==> src/rtl/tanp_pkg.sv <==
// ----------------------------------------------------------------------------
// tanp_pkg
// Shared types, constants and the arctangent table for the tilt angle block.
// ----------------------------------------------------------------------------
package tanp_pkg;

	localparam int ANGLE_FRAC_BITS = 8;
	localparam int CORDIC_STEPS    = 16;
	localparam int TAB_FRAC        = 24;
	localparam int SUM_W           = 32;
	localparam int CFG_W           = 10;
	localparam int CFG_IDX_W       = 2;

	localparam logic [CFG_IDX_W-1:0] CFG_CENTER_X      = 2'd0;
	localparam logic [CFG_IDX_W-1:0] CFG_CENTER_Y      = 2'd1;
	localparam logic [CFG_IDX_W-1:0] CFG_NEEDLE_RADIUS = 2'd2;
	localparam logic [CFG_IDX_W-1:0] CFG_ALARM_DEGREES = 2'd3;

	localparam logic [9:0] CENTER_X_RST      = 10'd240;
	localparam logic [9:0] CENTER_Y_RST      = 10'd272;
	localparam logic [8:0] NEEDLE_RADIUS_RST = 9'd128;
	localparam logic [6:0] ALARM_DEGREES_RST = 7'd60;

	localparam logic signed [31:0] NINETY_Q     = 32'sd1509949440;
	localparam logic signed [31:0] INV_GAIN_Q30 = 32'sd652032874;

	typedef struct packed {
		logic signed [15:0] accel_x;
		logic signed [15:0] accel_y;
		logic signed [15:0] accel_z;
	} sample_t;

	typedef struct packed {
		logic signed [15:0] pitch_angle;
		logic signed [15:0] roll_angle;
		logic signed [11:0] needle_x;
		logic signed [11:0] needle_y;
		logic               tilt_alarm;
	} result_t;

	// atan(2^-i) in degrees, 24 fraction bits, rounded
	function automatic logic signed [31:0] atan_q24(input logic [4:0] i);
		case (i)
			5'd0:    atan_q24 = 32'sd754974720;
			5'd1:    atan_q24 = 32'sd445687602;
			5'd2:    atan_q24 = 32'sd235489088;
			5'd3:    atan_q24 = 32'sd119537938;
			5'd4:    atan_q24 = 32'sd60000934;
			5'd5:    atan_q24 = 32'sd30029717;
			5'd6:    atan_q24 = 32'sd15018523;
			5'd7:    atan_q24 = 32'sd7509720;
			5'd8:    atan_q24 = 32'sd3754917;
			5'd9:    atan_q24 = 32'sd1877466;
			5'd10:   atan_q24 = 32'sd938734;
			5'd11:   atan_q24 = 32'sd469367;
			5'd12:   atan_q24 = 32'sd234684;
			5'd13:   atan_q24 = 32'sd117342;
			5'd14:   atan_q24 = 32'sd58671;
			5'd15:   atan_q24 = 32'sd29335;
			5'd16:   atan_q24 = 32'sd14668;
			5'd17:   atan_q24 = 32'sd7334;
			5'd18:   atan_q24 = 32'sd3667;
			5'd19:   atan_q24 = 32'sd1833;
			5'd20:   atan_q24 = 32'sd917;
			5'd21:   atan_q24 = 32'sd458;
			5'd22:   atan_q24 = 32'sd229;
			5'd23:   atan_q24 = 32'sd115;
			default: atan_q24 = 32'sd0;
		endcase
	endfunction

endpackage

==> src/rtl/tanp_sqrt.sv <==
// ----------------------------------------------------------------------------
// tanp_sqrt
// Pipelined integer square root of (value * 2^16), one root bit per stage.
// ----------------------------------------------------------------------------
module tanp_sqrt #(
	parameter int IN_W   = tanp_pkg::SUM_W,
	parameter int SIDE_W = 16
) (
	input  logic                       clk,
	input  logic                       arst_n,
	input  logic                       in_vld,
	input  logic [IN_W-1:0]            value,
	input  logic [SIDE_W-1:0]          side_in,
	output logic                       out_vld,
	output logic [(IN_W+16)/2-1:0]     root,
	output logic [SIDE_W-1:0]          side_out
);

	localparam int RAD_W  = IN_W + 16;
	localparam int ROOT_W = RAD_W / 2;
	localparam int REM_W  = ROOT_W + 3;

	logic [RAD_W-1:0]  rad_s  [ROOT_W];
	logic [REM_W-1:0]  rem_s  [ROOT_W];
	logic [ROOT_W-1:0] root_s [ROOT_W];
	logic [SIDE_W-1:0] side_s [ROOT_W];
	logic              vld_s  [ROOT_W];

	for (genvar k = 0; k < ROOT_W; k++) begin : g_stage
		logic [RAD_W-1:0]  rad_i;
		logic [REM_W-1:0]  rem_i;
		logic [ROOT_W-1:0] root_i;
		logic [SIDE_W-1:0] side_i;
		logic              vld_i;
		logic [REM_W-1:0]  cur;
		logic [REM_W-1:0]  trial;

		if (k == 0) begin : g_first
			assign rad_i  = {value, 16'd0};
			assign rem_i  = '0;
			assign root_i = '0;
			assign side_i = side_in;
			assign vld_i  = in_vld;
		end else begin : g_next
			assign rad_i  = rad_s[k-1];
			assign rem_i  = rem_s[k-1];
			assign root_i = root_s[k-1];
			assign side_i = side_s[k-1];
			assign vld_i  = vld_s[k-1];
		end

		assign cur   = {rem_i[REM_W-3:0], rad_i[RAD_W-1 -: 2]};
		assign trial = REM_W'({root_i, 2'b01});

		always_ff @(posedge clk or negedge arst_n) begin
			if (!arst_n) begin
				vld_s[k] <= 1'b0;
			end else begin
				vld_s[k] <= vld_i;
			end
		end

		always_ff @(posedge clk) begin
			rad_s[k]  <= rad_i << 2;
			side_s[k] <= side_i;
			if (cur >= trial) begin
				rem_s[k]  <= cur - trial;
				root_s[k] <= {root_i[ROOT_W-2:0], 1'b1};
			end else begin
				rem_s[k]  <= cur;
				root_s[k] <= {root_i[ROOT_W-2:0], 1'b0};
			end
		end
	end

	assign out_vld  = vld_s[ROOT_W-1];
	assign root     = root_s[ROOT_W-1];
	assign side_out = side_s[ROOT_W-1];

endmodule

==> config.mk <==
export PLATFORM = sky130hd
export DESIGN_NAME = tanp_sqrt
export DESIGN_NICKNAME = d
export VERILOG_FILES = /design/src/rtl/tanp_pkg.sv /design/src/rtl/tanp_sqrt.sv
export SDC_FILE = /design/constraint.sdc
export NUM_CORES = 2
export LEC_CHECK = 0
export ABC_AREA = 1
export BUFFER_PORTS_ARGS = -buffer_cell sky130_fd_sc_hd__clkbuf_2
export CORE_MARGIN = 2
export CORE_UTILIZATION = 46
export CTS_CLUSTER_DIAMETER = 80
export CTS_CLUSTER_SIZE = 12
export DETAILED_ROUTE_END_ITERATION = 10
export MAX_ROUTING_LAYER = met4
export SKIP_LAST_GASP = 1
export SYNTH_ARGS = -nofsm -noshare
export SYNTH_HDL_FRONTEND = slang
export SYNTH_SLANG_ARGS = --single-unit
==> constraint.sdc <==
create_clock -name clk -period 5.58 [get_ports clk]
set_clock_uncertainty 0.15 [all_clocks]
set_input_delay 0.558 -clock clk [delete_from_list [all_inputs] [get_ports clk]]
set_output_delay 0.558 -clock clk [all_outputs]
set_load 0.05 [all_outputs]
# --- Yosys cells after proc, flatten, opt, wreduce, memory -nomap -nowiden ---
# Memories as Yosys holds them, arrays and structs flattened.
# Index checks and enable logic that the tools add are counted.
word_totals:
  ram_bits: 2712
  regBits: 24
  mem_count: 4
op_classes:
  n_lt_le_gt_ge: 24
  muxes: 120
  n_bitwise: 48
  add_sub_neg: 24
mem_list:
  columns: ["memory", "words", "width", "read_ports", "rd_clocked_by_memory_dff", "wr", "line", "source"]
  rows:
  - ["rad_s", 24, 46, 23, 0, 24, "tanp_sqrt.sv:23", "logic [RAD_W-1:0] rad_s [ROOT_W];"]
  - ["rem_s", 24, 27, 23, 0, 24, "tanp_sqrt.sv:24", "logic [REM_W-1:0] rem_s [ROOT_W];"]
  - ["root_s", 24, 24, 24, 0, 24, "tanp_sqrt.sv:25", "logic [ROOT_W-1:0] root_s [ROOT_W];"]
  - ["side_s", 24, 16, 24, 0, 24, "tanp_sqrt.sv:26", "logic [SIDE_W-1:0] side_s [ROOT_W];"]
ops:
  columns: ["op", "n"]
  rows:
  - ["27-bit two-way mux", 24]
  - ["27-bit by 26-bit greater-or-equal comparator with 1-bit output", 23]
  - ["27-bit by 26-bit subtractor with 27-bit output", 23]
  - ["24-bit two-way mux", 24]
  - ["1-bit two-way mux", 72]
  - ["1-bit bitwise OR", 48]
  - ["2-bit by 1-bit subtractor with 3-bit output (second input constant)", 1]
  - ["2-bit by 1-bit greater-or-equal comparator with 1-bit output (second input constant)", 1]

# --- Logic depth before layout (Yosys ltp) ---
# An unclocked memory read counts as a cell.
logic_depth:
  depth_word: 5
  ltp_mapped: 16
  ltp_nobuf: 15

# --- Least setup slack after synthesis ---
# No wires, ideal clock.
synth_path:
  kind: "reg-to-reg"
  startpoint: "mem root_s[0][74] (netlist name)"
  endpoint: "mem rem_s[1][24] (netlist name)"
  period_less_slack_ns: 1.959
  t_required_ns: 5.308
  setup_slack_ns: 3.621
  stages_incl_launch_ff: 10
  path_buffers: 1
  arrival_time_ns: 1.687
  cell_sequence: "dfxtp_1 inv_1 ha_1 a21oi_1 o21ai_1 a21oi_4 nand3_2 nor2_4 buf_6 a21oi_2"
synth_lines:
  columns: ["item", "line"]
  rows:
  - ["start, declared", "tanp_sqrt.sv:25"]
  - ["end, declared", "tanp_sqrt.sv:24"]

==> flow_summary.ini <==
[place]
hpwl_mm = 133.3
globalplace.congestion = 0.9473
numPortBuffers = 91

[sta]
finalCriticalPeriod_ns = 3.341
rsz0062_at_grt = no
tightest_slew_ns = 1.068
setup_viol = 0
holdWs_ns = 0.1580
hold_violations = 0
clock.fmax_mhz = 299.3
slew_viol_final = 0
fin_crit_sh = 0.5987
relSlewSlack = 0.2876
fin_tns_setup_ns = 0

[clock_network]
clkSinkCount = 1483
cts_made_buffers = 148
postCtsHoldBufs = 51
clk_pin_slew_ns = 0.06
cts_buffer_depth = 3
root_buffer = clkbuf_16
post_cts.repair.setup_buffers = 0
htreeDepth = 4
cts_tree = done
insertion_delay_ns = 0.78
cts_resized = 0

[drt]
routed_wl_mm = 167.9
drtIter0Drc = 3570
drtAntennaViolNets = 0
vias = 50887
firstDrtPassIters = 6
routed_via_density = 4.749
drcViolationCount = 0
wl_per_cell_um = 15.66

[worst_setup_path]
crit_slowest_cell = inv_1
cp_max_fo = 23
crit_path_end_kind = register
cp.arrival_ns = 3.85
worstSetupPathType = register to register
slowest_delay_ns = 0.68
worstPathRequired_ns = 6.09
cp_cell_sequence = inv_1, ha_1, nand2_1, nor2_2, nand3_1, nand3_1, nand2_1, nand2_1, inv_1, a21oi_1
cp_common_cell = nand2_1
crit_path_start_kind = register

[synthesis]
synth_seq_cells = 1483
synth_nets = 9020
syn_avg_cell_area_sq_um = 7.318
yosysUniqueCellTypes = 54
synth_seq_area_share = 0.4708
synth_area_sq_um = 63320
synthFlopType = dfxtp_1
synth_edf_count = 0
synth_warnings = 0
synth.area.top_cells = dfxtp_1 (46%), nand2_1 (18%), inv_1 (9.2%)
synth-async-reset-ratio = 0.01618
synth_area_leader_cell = dfxtp_1
netlist_instances = 8652
synth_top_area_share = 0.4613

[floorplanning]
ios = 92
dieArea_sq_um = 140600
start_util = 0.4622
rows = 136
coreArea_sq_um = 137000
die_w_um = 375.0
die_y_um = 375.0

[global_routing]
antenna_found_initial = 3
grt_pass1_vias = 48421
grt_usage = 0.2448
grt_overflow = 0
grt_pass1_wl_mm = 263.2
grt_max_degree = 29

[power_and_ir_drop]
leakagePower_nw = 38.15
peakVddDrop_uv = 310.9
powerDensity_nw_per_um2 = 437.9

[cells_and_area]
area_growth_pct = 11.05
fin_nets = 9247
layout-drive-gt1-share = 0.04607

[run]
max_cap_violations = 0

[worst_hold_path]
hold_path_class = register to register

[outcome]
status = completed
-- routing by layer --
layer  GRT usage  vias to the layer above  part of all wire
li1            -                    26706                 -
met1      0.3315                    22769              0.49
met5           -                        -                 0
met2      0.3758                     1115              0.43
met4     0.08361                        0             0.034
met3     0.03288                      297             0.045
-- flip-flops by register name, summed over array words and instances, names as in the netlist --
signal	count
root_s	300
g_stage.vld_i	23
rem_s	535
out_vld	1
side_s	384
rad_s	240
-- final cells by class --
| type | instances | area [sq um] |
|---|---|---|
| Fill cell | 13621 | 66660 |
| Sequential cell | 1483 | 29810 |
| Multi-Input combinational cell | 5534 | 27050 |
| Inverter | 1568 | 5896 |
| Clock buffer | 163 | 3822 |
| Tap cell | 1794 | 2245 |
| Timing Repair Buffer | 144 | 980.9 |
| Clock inverter | 29 | 511.7 |
| Antenna cell | 1 | 2.502 |
-- worst max-delay path, delay by kind of cell (launching register included) --
kind            cells  cell delay, ns
simple gates        6            1.37
flops               1            0.33
fa+ha+maj           1            0.33
buf+inv             2            0.73
compound gates      1            0.32
-- kinds of logic (layout without fill, tap and decap cells) --
| family | after synthesis | in the layout | synth area share |
|---|---|---|---|
| DFF | 1483 | 1483 | 0.4708 |
| and+or+nand+nor | 4562 | 4562 | 0.2973 |
| other | 1 | 2 | 0.00005922 |
| adders and majority gates | 317 | 317 | 0.06347 |
| buffers and inverters | 1635 | 1904 | 0.1020 |
| xor gates and xnor gates | 180 | 180 | 0.02490 |
| AOI/OAI and AO/OA | 474 | 474 | 0.04152 |
-- power by group --
part           total [W]  internal (W)  switching [W]  leakage, nW
combinational    0.00789       0.00263        0.00526         23.6
clock            0.00911       0.00497        0.00413         2.07
sequential        0.0138        0.0123        0.00147         12.5
-- synthesized netlist by cell type (all sizes together), types with 10 or more instances --
cell type	instances
a21oi	288
dfrtp	24
nand3	523
xor2	125
xnor2	55
ha	310
dfxtp	1459
o21bai	10
nor2	708
nand4	125
or2	12
inv	1568
nand2	3039
nand3b	82
o21ai	153
buf	65
nor3	48
-- cells in the final DEF (no fill, tap or decap), types with 51 or more instances in the layout --
cell type / Yosys / final
a21oi_1: 261 / 261
clkbuf_16: 0 / 150
clkbuf_2: 1 / 91
dfxtp_1: 1459 / 1459
dlygate4sd3_1: 0 / 51
ha_1: 310 / 310
inv_1: 1551 / 1551
nand2_1: 3012 / 3012
nand3_1: 518 / 518
nand3b_1: 82 / 82
nand4_1: 124 / 124
nor2_1: 674 / 674
o21ai_0: 119 / 119
xnor2_1: 55 / 55
xor2_1: 125 / 125
-- path summary, 6_finish.rpt --
path,from,end,slack [ns],depth (start not counted)
min in group asynchronous,arst_n,g_stage[1].vld_i,0.17,2
min reg2reg,rad_s[0][134],rad_s[0][182],0.16,0
max in group asynchronous,arst_n,out_vld,4.71,2
max,root_s[4][31],rem_s[4][77],2.24,10
max reg2reg,root_s[4][31],rem_s[4][77],2.24,10
min,rad_s[0][134],rad_s[0][182],0.16,0
-- stage by stage --
stage / util / instances / total power (W) / instance area, sq um / worst slack [ns]
4_1_cts: 0.5133 / 10715 / 0.03110 / 70320 / 2.217
5_1_grt: 0.5133 / 10716 / 0.03280 / 70320 / 1.908
2_1_floorplan: - / 8652 / 0.01917 / 63320 / 3.621
6_report: 0.5133 / 10716 / 0.03079 / 70320 / 2.239
3_3_place_gp: 0.4780 / 10472 / 0.02183 / 65470 / 2.331
3_5_place_dp: 0.4780 / 10472 / 0.02180 / 65470 / 2.245
(Power assumes the default switching activity.)
