[config.mk]
export PLATFORM = sky130hd
export DESIGN_NAME = tanp_vec
export DESIGN_NICKNAME = d
export VERILOG_FILES = /design/src/rtl/tanp_pkg.sv /design/src/rtl/tanp_vec.sv
export SDC_FILE = /design/constraint.sdc
export NUM_CORES = 2
export LEC_CHECK = 0
export BUFFER_PORTS_ARGS = -buffer_cell sky130_fd_sc_hd__buf_4
export CORE_MARGIN = 5
export CORE_UTILIZATION = 30
export CTS_CLUSTER_SIZE = 20
export DETAILED_ROUTE_END_ITERATION = 8
export PLACE_DENSITY = 0.4
export SYNTH_ARGS = -nofsm -noshare
export SYNTH_HDL_FRONTEND = slang
export SYNTH_SLANG_ARGS = --single-unit
export TNS_END_PERCENT = 10
[constraint.sdc]
create_clock -name clk -period 5.3 [get_ports clk]
set_input_delay 0.265 -clock clk [delete_from_list [all_inputs] [get_ports clk]]
set_output_delay 0.265 -clock clk [all_outputs]
set_load 0.05 [all_outputs]
[src/rtl/tanp_pkg.sv]
// ----------------------------------------------------------------------------
// tanp_pkg
// Shared types, constants and the arctangent table for the tilt angle block.
// ----------------------------------------------------------------------------
package tanp_pkg;

	localparam int ANGLE_FRAC_BITS = 8;
	localparam int CORDIC_STEPS    = 16;
	localparam int TAB_FRAC        = 24;
	localparam int SUM_W           = 32;
	localparam int CFG_W           = 10;
	localparam int CFG_IDX_W       = 2;

	localparam logic [CFG_IDX_W-1:0] CFG_CENTER_X      = 2'd0;
	localparam logic [CFG_IDX_W-1:0] CFG_CENTER_Y      = 2'd1;
	localparam logic [CFG_IDX_W-1:0] CFG_NEEDLE_RADIUS = 2'd2;
	localparam logic [CFG_IDX_W-1:0] CFG_ALARM_DEGREES = 2'd3;

	localparam logic [9:0] CENTER_X_RST      = 10'd240;
	localparam logic [9:0] CENTER_Y_RST      = 10'd272;
	localparam logic [8:0] NEEDLE_RADIUS_RST = 9'd128;
	localparam logic [6:0] ALARM_DEGREES_RST = 7'd60;

	localparam logic signed [31:0] NINETY_Q     = 32'sd1509949440;
	localparam logic signed [31:0] INV_GAIN_Q30 = 32'sd652032874;

	typedef struct packed {
		logic signed [15:0] accel_x;
		logic signed [15:0] accel_y;
		logic signed [15:0] accel_z;
	} sample_t;

	typedef struct packed {
		logic signed [15:0] pitch_angle;
		logic signed [15:0] roll_angle;
		logic signed [11:0] needle_x;
		logic signed [11:0] needle_y;
		logic               tilt_alarm;
	} result_t;

	// atan(2^-i) in degrees, 24 fraction bits, rounded
	function automatic logic signed [31:0] atan_q24(input logic [4:0] i);
		case (i)
			5'd0:    atan_q24 = 32'sd754974720;
			5'd1:    atan_q24 = 32'sd445687602;
			5'd2:    atan_q24 = 32'sd235489088;
			5'd3:    atan_q24 = 32'sd119537938;
			5'd4:    atan_q24 = 32'sd60000934;
			5'd5:    atan_q24 = 32'sd30029717;
			5'd6:    atan_q24 = 32'sd15018523;
			5'd7:    atan_q24 = 32'sd7509720;
			5'd8:    atan_q24 = 32'sd3754917;
			5'd9:    atan_q24 = 32'sd1877466;
			5'd10:   atan_q24 = 32'sd938734;
			5'd11:   atan_q24 = 32'sd469367;
			5'd12:   atan_q24 = 32'sd234684;
			5'd13:   atan_q24 = 32'sd117342;
			5'd14:   atan_q24 = 32'sd58671;
			5'd15:   atan_q24 = 32'sd29335;
			5'd16:   atan_q24 = 32'sd14668;
			5'd17:   atan_q24 = 32'sd7334;
			5'd18:   atan_q24 = 32'sd3667;
			5'd19:   atan_q24 = 32'sd1833;
			5'd20:   atan_q24 = 32'sd917;
			5'd21:   atan_q24 = 32'sd458;
			5'd22:   atan_q24 = 32'sd229;
			5'd23:   atan_q24 = 32'sd115;
			default: atan_q24 = 32'sd0;
		endcase
	endfunction

endpackage

[src/rtl/tanp_vec.sv]
// ----------------------------------------------------------------------------
// tanp_vec
// Pipelined vectoring CORDIC: atan(256 * num / den) in degrees, clamped and rounded.
// ----------------------------------------------------------------------------
module tanp_vec #(
	parameter int ANGLE_FRAC_BITS = tanp_pkg::ANGLE_FRAC_BITS,
	parameter int CORDIC_STEPS    = tanp_pkg::CORDIC_STEPS,
	parameter int D_W             = 24
) (
	input  logic                              clk,
	input  logic                              arst_n,
	input  logic                              in_vld,
	input  logic [D_W-1:0]                    den,
	input  logic signed [15:0]                num,
	output logic                              out_vld,
	output logic signed [ANGLE_FRAC_BITS+7:0] angle
);

	localparam int ANG_W = ANGLE_FRAC_BITS + 8;
	localparam int XY_W  = D_W + 3;
	localparam int SH    = tanp_pkg::TAB_FRAC - ANGLE_FRAC_BITS;

	logic signed [XY_W-1:0] x_s  [CORDIC_STEPS];
	logic signed [XY_W-1:0] y_s  [CORDIC_STEPS];
	logic signed [31:0]     z_s  [CORDIC_STEPS];
	logic                   sp_s [CORDIC_STEPS];
	logic signed [31:0]     spz_s[CORDIC_STEPS];
	logic                   vld_s[CORDIC_STEPS];

	// zero denominator or zero numerator bypass the iterations
	logic               sp_in;
	logic signed [31:0] spz_in;

	always_comb begin
		sp_in  = (den == '0) || (num == '0);
		spz_in = 32'sd0;
		if (den == '0) begin
			if (num > 0) begin
				spz_in = tanp_pkg::NINETY_Q;
			end else if (num < 0) begin
				spz_in = -tanp_pkg::NINETY_Q;
			end
		end
	end

	for (genvar i = 0; i < CORDIC_STEPS; i++) begin : g_step
		logic signed [XY_W-1:0] x_i;
		logic signed [XY_W-1:0] y_i;
		logic signed [31:0]     z_i;
		logic                   sp_i;
		logic signed [31:0]     spz_i;
		logic                   vld_i;
		logic signed [XY_W-1:0] xs;
		logic signed [XY_W-1:0] ys;

		if (i == 0) begin : g_first
			assign x_i   = XY_W'($signed({1'b0, den}));
			assign y_i   = XY_W'($signed({num, 8'd0}));
			assign z_i   = 32'sd0;
			assign sp_i  = sp_in;
			assign spz_i = spz_in;
			assign vld_i = in_vld;
		end else begin : g_next
			assign x_i   = x_s[i-1];
			assign y_i   = y_s[i-1];
			assign z_i   = z_s[i-1];
			assign sp_i  = sp_s[i-1];
			assign spz_i = spz_s[i-1];
			assign vld_i = vld_s[i-1];
		end

		assign xs = x_i >>> i;
		assign ys = y_i >>> i;

		always_ff @(posedge clk or negedge arst_n) begin
			if (!arst_n) begin
				vld_s[i] <= 1'b0;
			end else begin
				vld_s[i] <= vld_i;
			end
		end

		always_ff @(posedge clk) begin
			sp_s[i]  <= sp_i;
			spz_s[i] <= spz_i;
			if (y_i >= 0) begin
				x_s[i] <= x_i + ys;
				y_s[i] <= y_i - xs;
				z_s[i] <= z_i + tanp_pkg::atan_q24(5'(i));
			end else begin
				x_s[i] <= x_i - ys;
				y_s[i] <= y_i + xs;
				z_s[i] <= z_i - tanp_pkg::atan_q24(5'(i));
			end
		end
	end

	logic signed [31:0] zc;
	logic signed [31:0] zr;

	always_comb begin
		zc = z_s[CORDIC_STEPS-1];
		if (sp_s[CORDIC_STEPS-1]) begin
			zc = spz_s[CORDIC_STEPS-1];
		end else if (zc > tanp_pkg::NINETY_Q) begin
			zc = tanp_pkg::NINETY_Q;
		end else if (zc < -tanp_pkg::NINETY_Q) begin
			zc = -tanp_pkg::NINETY_Q;
		end
		zr = (zc + (32'sd1 <<< (SH - 1))) >>> SH;
	end

	always_ff @(posedge clk or negedge arst_n) begin
		if (!arst_n) begin
			out_vld <= 1'b0;
		end else begin
			out_vld <= vld_s[CORDIC_STEPS-1];
		end
	end

	always_ff @(posedge clk) begin
		angle <= zr[ANG_W-1:0];
	end

endmodule

**Word level (Yosys, flattened, before mapping)**

Memory sizes are Yosys's and may differ from the RTL's.
Index checks and enable logic that the tools add are counted.

- Muxes and demuxes: 102
- Order comparisons: 20
- Bitwise operators: 48
- Reductions and logical operators: 3
- Add/subtract/negate cells: 94

Operators by type and width:

| cell | count |
|---|---|
| $mux 27 | 32 |
| $mux 32 | 22 |
| $ge 27x1->1 const B | 15 |
| $add 32x17->32 const B | 2 |
| $add 27x12->27 | 2 |
| $add 27x13->27 | 2 |
| $add 27x14->27 | 2 |
| $add 27x15->27 | 2 |
| $add 27x16->27 | 2 |
| $add 27x17->27 | 2 |
| $add 27x18->27 | 2 |
| $add 27x19->27 | 2 |
| $add 27x20->27 | 2 |
| $add 27x21->27 | 2 |
| $add 27x22->27 | 2 |
| $add 27x23->27 | 2 |
| $add 27x24->27 | 2 |
| $add 27x25->27 | 2 |
| $add 27x26->27 | 2 |
| $sub 27x12->27 | 2 |
| $sub 27x13->27 | 2 |
| $sub 27x14->27 | 2 |
| $sub 27x15->27 | 2 |
| $sub 27x16->27 | 2 |
| 52 further kinds | 156 |

- Word-level logic and storage cells: 290
- Memories: 5
- Memory bits (writable): 1904
- Bits of input ports: 43
- Output and inout bits: 17
- Bits in registers: 33

Memory list:

| memory | words | bits a word | read ports | clocked after memory_dff | write ports | line | text |
|---|---|---|---|---|---|---|---|
| spz_s | 16 | 32 | 16 | 0 | 16 | tanp_vec.sv:27 | `logic signed [31:0] spz_s[CORDIC_STEPS];` |
| z_s | 16 | 32 | 16 | 0 | 16 | tanp_vec.sv:25 | `logic signed [31:0] z_s [CORDIC_STEPS];` |
| x_s | 16 | 27 | 15 | 0 | 16 | tanp_vec.sv:23 | `logic signed [XY_W-1:0] x_s [CORDIC_STEPS];` |
| y_s | 16 | 27 | 15 | 0 | 16 | tanp_vec.sv:24 | `logic signed [XY_W-1:0] y_s [CORDIC_STEPS];` |
| sp_s | 16 | 1 | 16 | 0 | 16 | tanp_vec.sv:26 | `logic sp_s [CORDIC_STEPS];` |

**Logic depth before layout (Yosys ltp)**

An unclocked memory read counts as a cell.

- Depth in word-level cells: 6
- Depth in mapped cells: 20
- Depth with buffers taken out: 20

**Worst setup path after synthesis**

Ideal clock, no wire load.

- Kind: register to register
- Start: mem y_s[1][107] (netlist name)
- End: mem y_s[1][134] (netlist name)
- Library setup time: 0.122 ns
- Stages on the path, launching flop included: 15
- Required time: 5.178 ns
- Arrival: 4.291 ns
- Clock period less this slack: 4.413 ns
- Path buffers: 2
- Setup slack: 0.887 ns
- Cells stage by stage: dfxtp_1 clkbuf_1 clkbuf_1 mux2i_1 fa_1 a21o_1 a311o_1 a2111o_1 o211ai_2 a31oi_1 o2111ai_1 nand3_1 or4_1 and3_1 a311o_1

RTL lines:

| item | line |
|---|---|
| from (decl) | tanp_vec.sv:24 |

==> results.txt <==
Status: completed
GRT Util Overall: 0.157
First-pass GRT wire length: 393,000 um
Worst Clk Skew: 76.8 ps
Commonest non-fill, non-tap cells in the layout: dfxtp_1 (1,246), ha_1 (1,182), xnor2_1 (900)
CTS clk-pin slew, worst paths: 60 ps
Crit path DAT: 5490 ps
Total CTS buffers: 166
Post-synthesis async set-or-reset flop share: 0.0133
Synth area leader: dfxtp_1
Crit-path cells: nor3_1, nand3_1, or4_1, or4_1, o31ai_1, xor2_1, ha_1, a21oi_1, o21ai_1, or2_2, o211ai_2, a31oi_1, o2111ai_1, nand3_1, or4_1, and3_1, a311o_1
Vias in the first global route: 70,600
Grt ovf: 0
Hold buffers post-CTS: 36
Clock buffer depth: 4
Peak Freq: 210 MHz
Core Footprint: 294,000 um^2
Largest cells by area after synthesis: dfxtp_1 (28%), ha_1 (17%), xnor2_1 (8.9%), xor2_1 (4.9%), a21oi_1 (4.4%)
Buffers added on ports: 59
CTS tree: done
Post-synth EDFFs: 0
Yosys top cell area share: 0.285
Cell mode on critical path: or4_1
Clock Sinks: 1,276
Main flop type after synthesis: dfxtp_1
H-tree depth: 4
DR DRC count: 0
Clock latency on the worst-skew pair: 860 ps
Die height: 553 um
Layout Nets: 11,700
Slew Limit Headroom: 0.386
Slowest-stage cell, CP: or4_1
RSZ-0062 raised after global routing: no
Post-Syn Area: 88,500 um^2
Sum Neg Setup Slack: 0 ps
Post-route cell area: 100,000 um^2
Die ar.: 306,000 um^2
1st-iter DRT viols: 4,137
Sequential share of the synthesized area: 0.290
Largest net degree at the start of global routing: 60
Yosys cell types: 90
Yosys warnings: 0
Critical Path Start Type: flop
CP max FO: 6
Worst setup EP type: flop
Avg Cell Area, Syn: 8.68 um^2
Most common cell after layout, fill and taps aside: dfxtp_1
ANT nets after route: 0
Max-Cap Viols: 0
Routability-driven placement congestion ratio: 0.846
Worst slew pin tran: 911 ps
Synth Instances: 10,200
Via Count: 73,100
Post_cts resized: 0
Root buffer cell: clkbuf_16
Fillers: 30,600
Detailed Routing Iterations Pass 1: 9
FP Rows: 199
Via/cell ratio: 5.03
Slew Limit Fails: 0
Tcrit/Tclk final: 0.897
Placed cell area: 94,100 um^2
Die X: 553 um
Layout cells sized above 1: 0.0454
Initial cell density of the core: 0.301
Area grow syn2layout: 13.2%
Setup Buffers After CTS: 0
Detail Placement HPWL: 203,000 um
CP required: 6030 ps
WL/cell: 17.2 um
Hold Path Class: in2reg
Critical path class: reg2reg
Yosys reg bits: 1,276
Drt total wl: 249,000 um
IO Pins: 60
CP peak stage delay: 480 ps
Worst hold slack: 73.4 ps
Initial antenna violation count: 7
Final Critical Period: 4750 ps
Final hold vios: 0
Final setup fails: 0
==> critical path, delay by kind of cell, from the launching register on <==
kind                     cells  cell delay (ps)
AND/OR/NAND/NOR              8             2450
flip-flops                   1              340
XOR/XNOR                     1              180
AO/OA/AOI/OAI                7             1340
adder cells (fa/ha/maj)      1              320
==> worst paths after layout <==
kind	startpoint	to	slack, ps	cells past startpoint
worst max-delay path	x_s[1][97]	y_s[1][134]	550	17
worst min register to register	z_s[1][97]	z_s[1][129]	280	0
worst max register to register	x_s[1][97]	y_s[1][134]	550	17
worst min-delay path	den[11]	y_s[0][11]	70	4
min in group asynchronous	arst_n	out_vld	570	3
max in group asynchronous	arst_n	g_step[6].vld_i	4260	3
==> synth_stat cells, types with 90 or more instances <==
| cell type | instances |
|---|---|
| a211oi_1 | 107 |
| a21o_1 | 367 |
| a21oi_1 | 781 |
| a31oi_1 | 102 |
| and3_1 | 97 |
| clkbuf_1 | 90 |
| dfxtp_1 | 1259 |
| ha_1 | 1182 |
| inv_1 | 421 |
| nand2_1 | 578 |
| nand2b_1 | 203 |
| nand3_1 | 206 |
| nor2_1 | 811 |
| nor2b_1 | 145 |
| nor3_1 | 256 |
| o21a_1 | 179 |
| o21ai_0 | 537 |
| o21bai_1 | 119 |
| o31ai_1 | 169 |
| or3_1 | 137 |
| xnor2_1 | 900 |
| xor2_1 | 498 |
==> metal layers <==
metal,vias up,wire length [um],GRT usage
li1,37500,-,-
met1,34300,122000,0.216
met2,992,113000,0.260
met3,267,8230,0.0175
met4,0,5750,0.0390
met5,-,0,0
==> area by class of cell <==
| type | instances | area [um^2] | area share |
|---|---|---|---|
| clock buffers | 224 | 4760 | 0.0475 |
| multi-input cells | 8471 | 61200 | 0.611 |
| repair buffers | 140 | 1140 | 0.0114 |
| clock inverters | 75 | 967 | 0.00965 |
| inverters | 423 | 1590 | 0.0158 |
| well taps | 3919 | 4900 | 0.0489 |
| diodes | 3 | 7.51 | 0.0000749 |
| flip-flops and latches | 1276 | 25600 | 0.256 |
==> kinds of logic (layout without fill, tap and decap cells) <==
group / after synthesis / in the layout / synth area share
AOI/OAI and AO/OA: 2912 / 2912 / 0.213
xor gates and xnor gates: 1398 / 1398 / 0.138
adders and majority gates: 1223 / 1223 / 0.176
buffers and inverters: 530 / 862 / 0.0225
DFF: 1276 / 1276 / 0.290
muxes: 26 / 26 / 0.00298
other: 1 / 82 / 0.0000424
and+or+nand+nor: 2833 / 2833 / 0.157
==> flip-flops by register name, summed over array words and instances, names as in the netlist <==
name	count
x_s	363
g_step.vld_i	15
y_s	377
angle	16
spz_s	48
out_vld	1
sp_s	16
vld_s	1
z_s	439
==> through the flow <==
step	util	setup slack, ps	instances
final	0.341	545	14500
after CTS	0.341	504	14500
after global placement	0.320	391	14200
after global routing	0.341	162	14500
after floorplan	-	887	10300
after detailed placement	0.320	569	14200
Power is not shown: default switching activity piles up to over one toggle a cycle in this logic, so the estimate is an artifact.
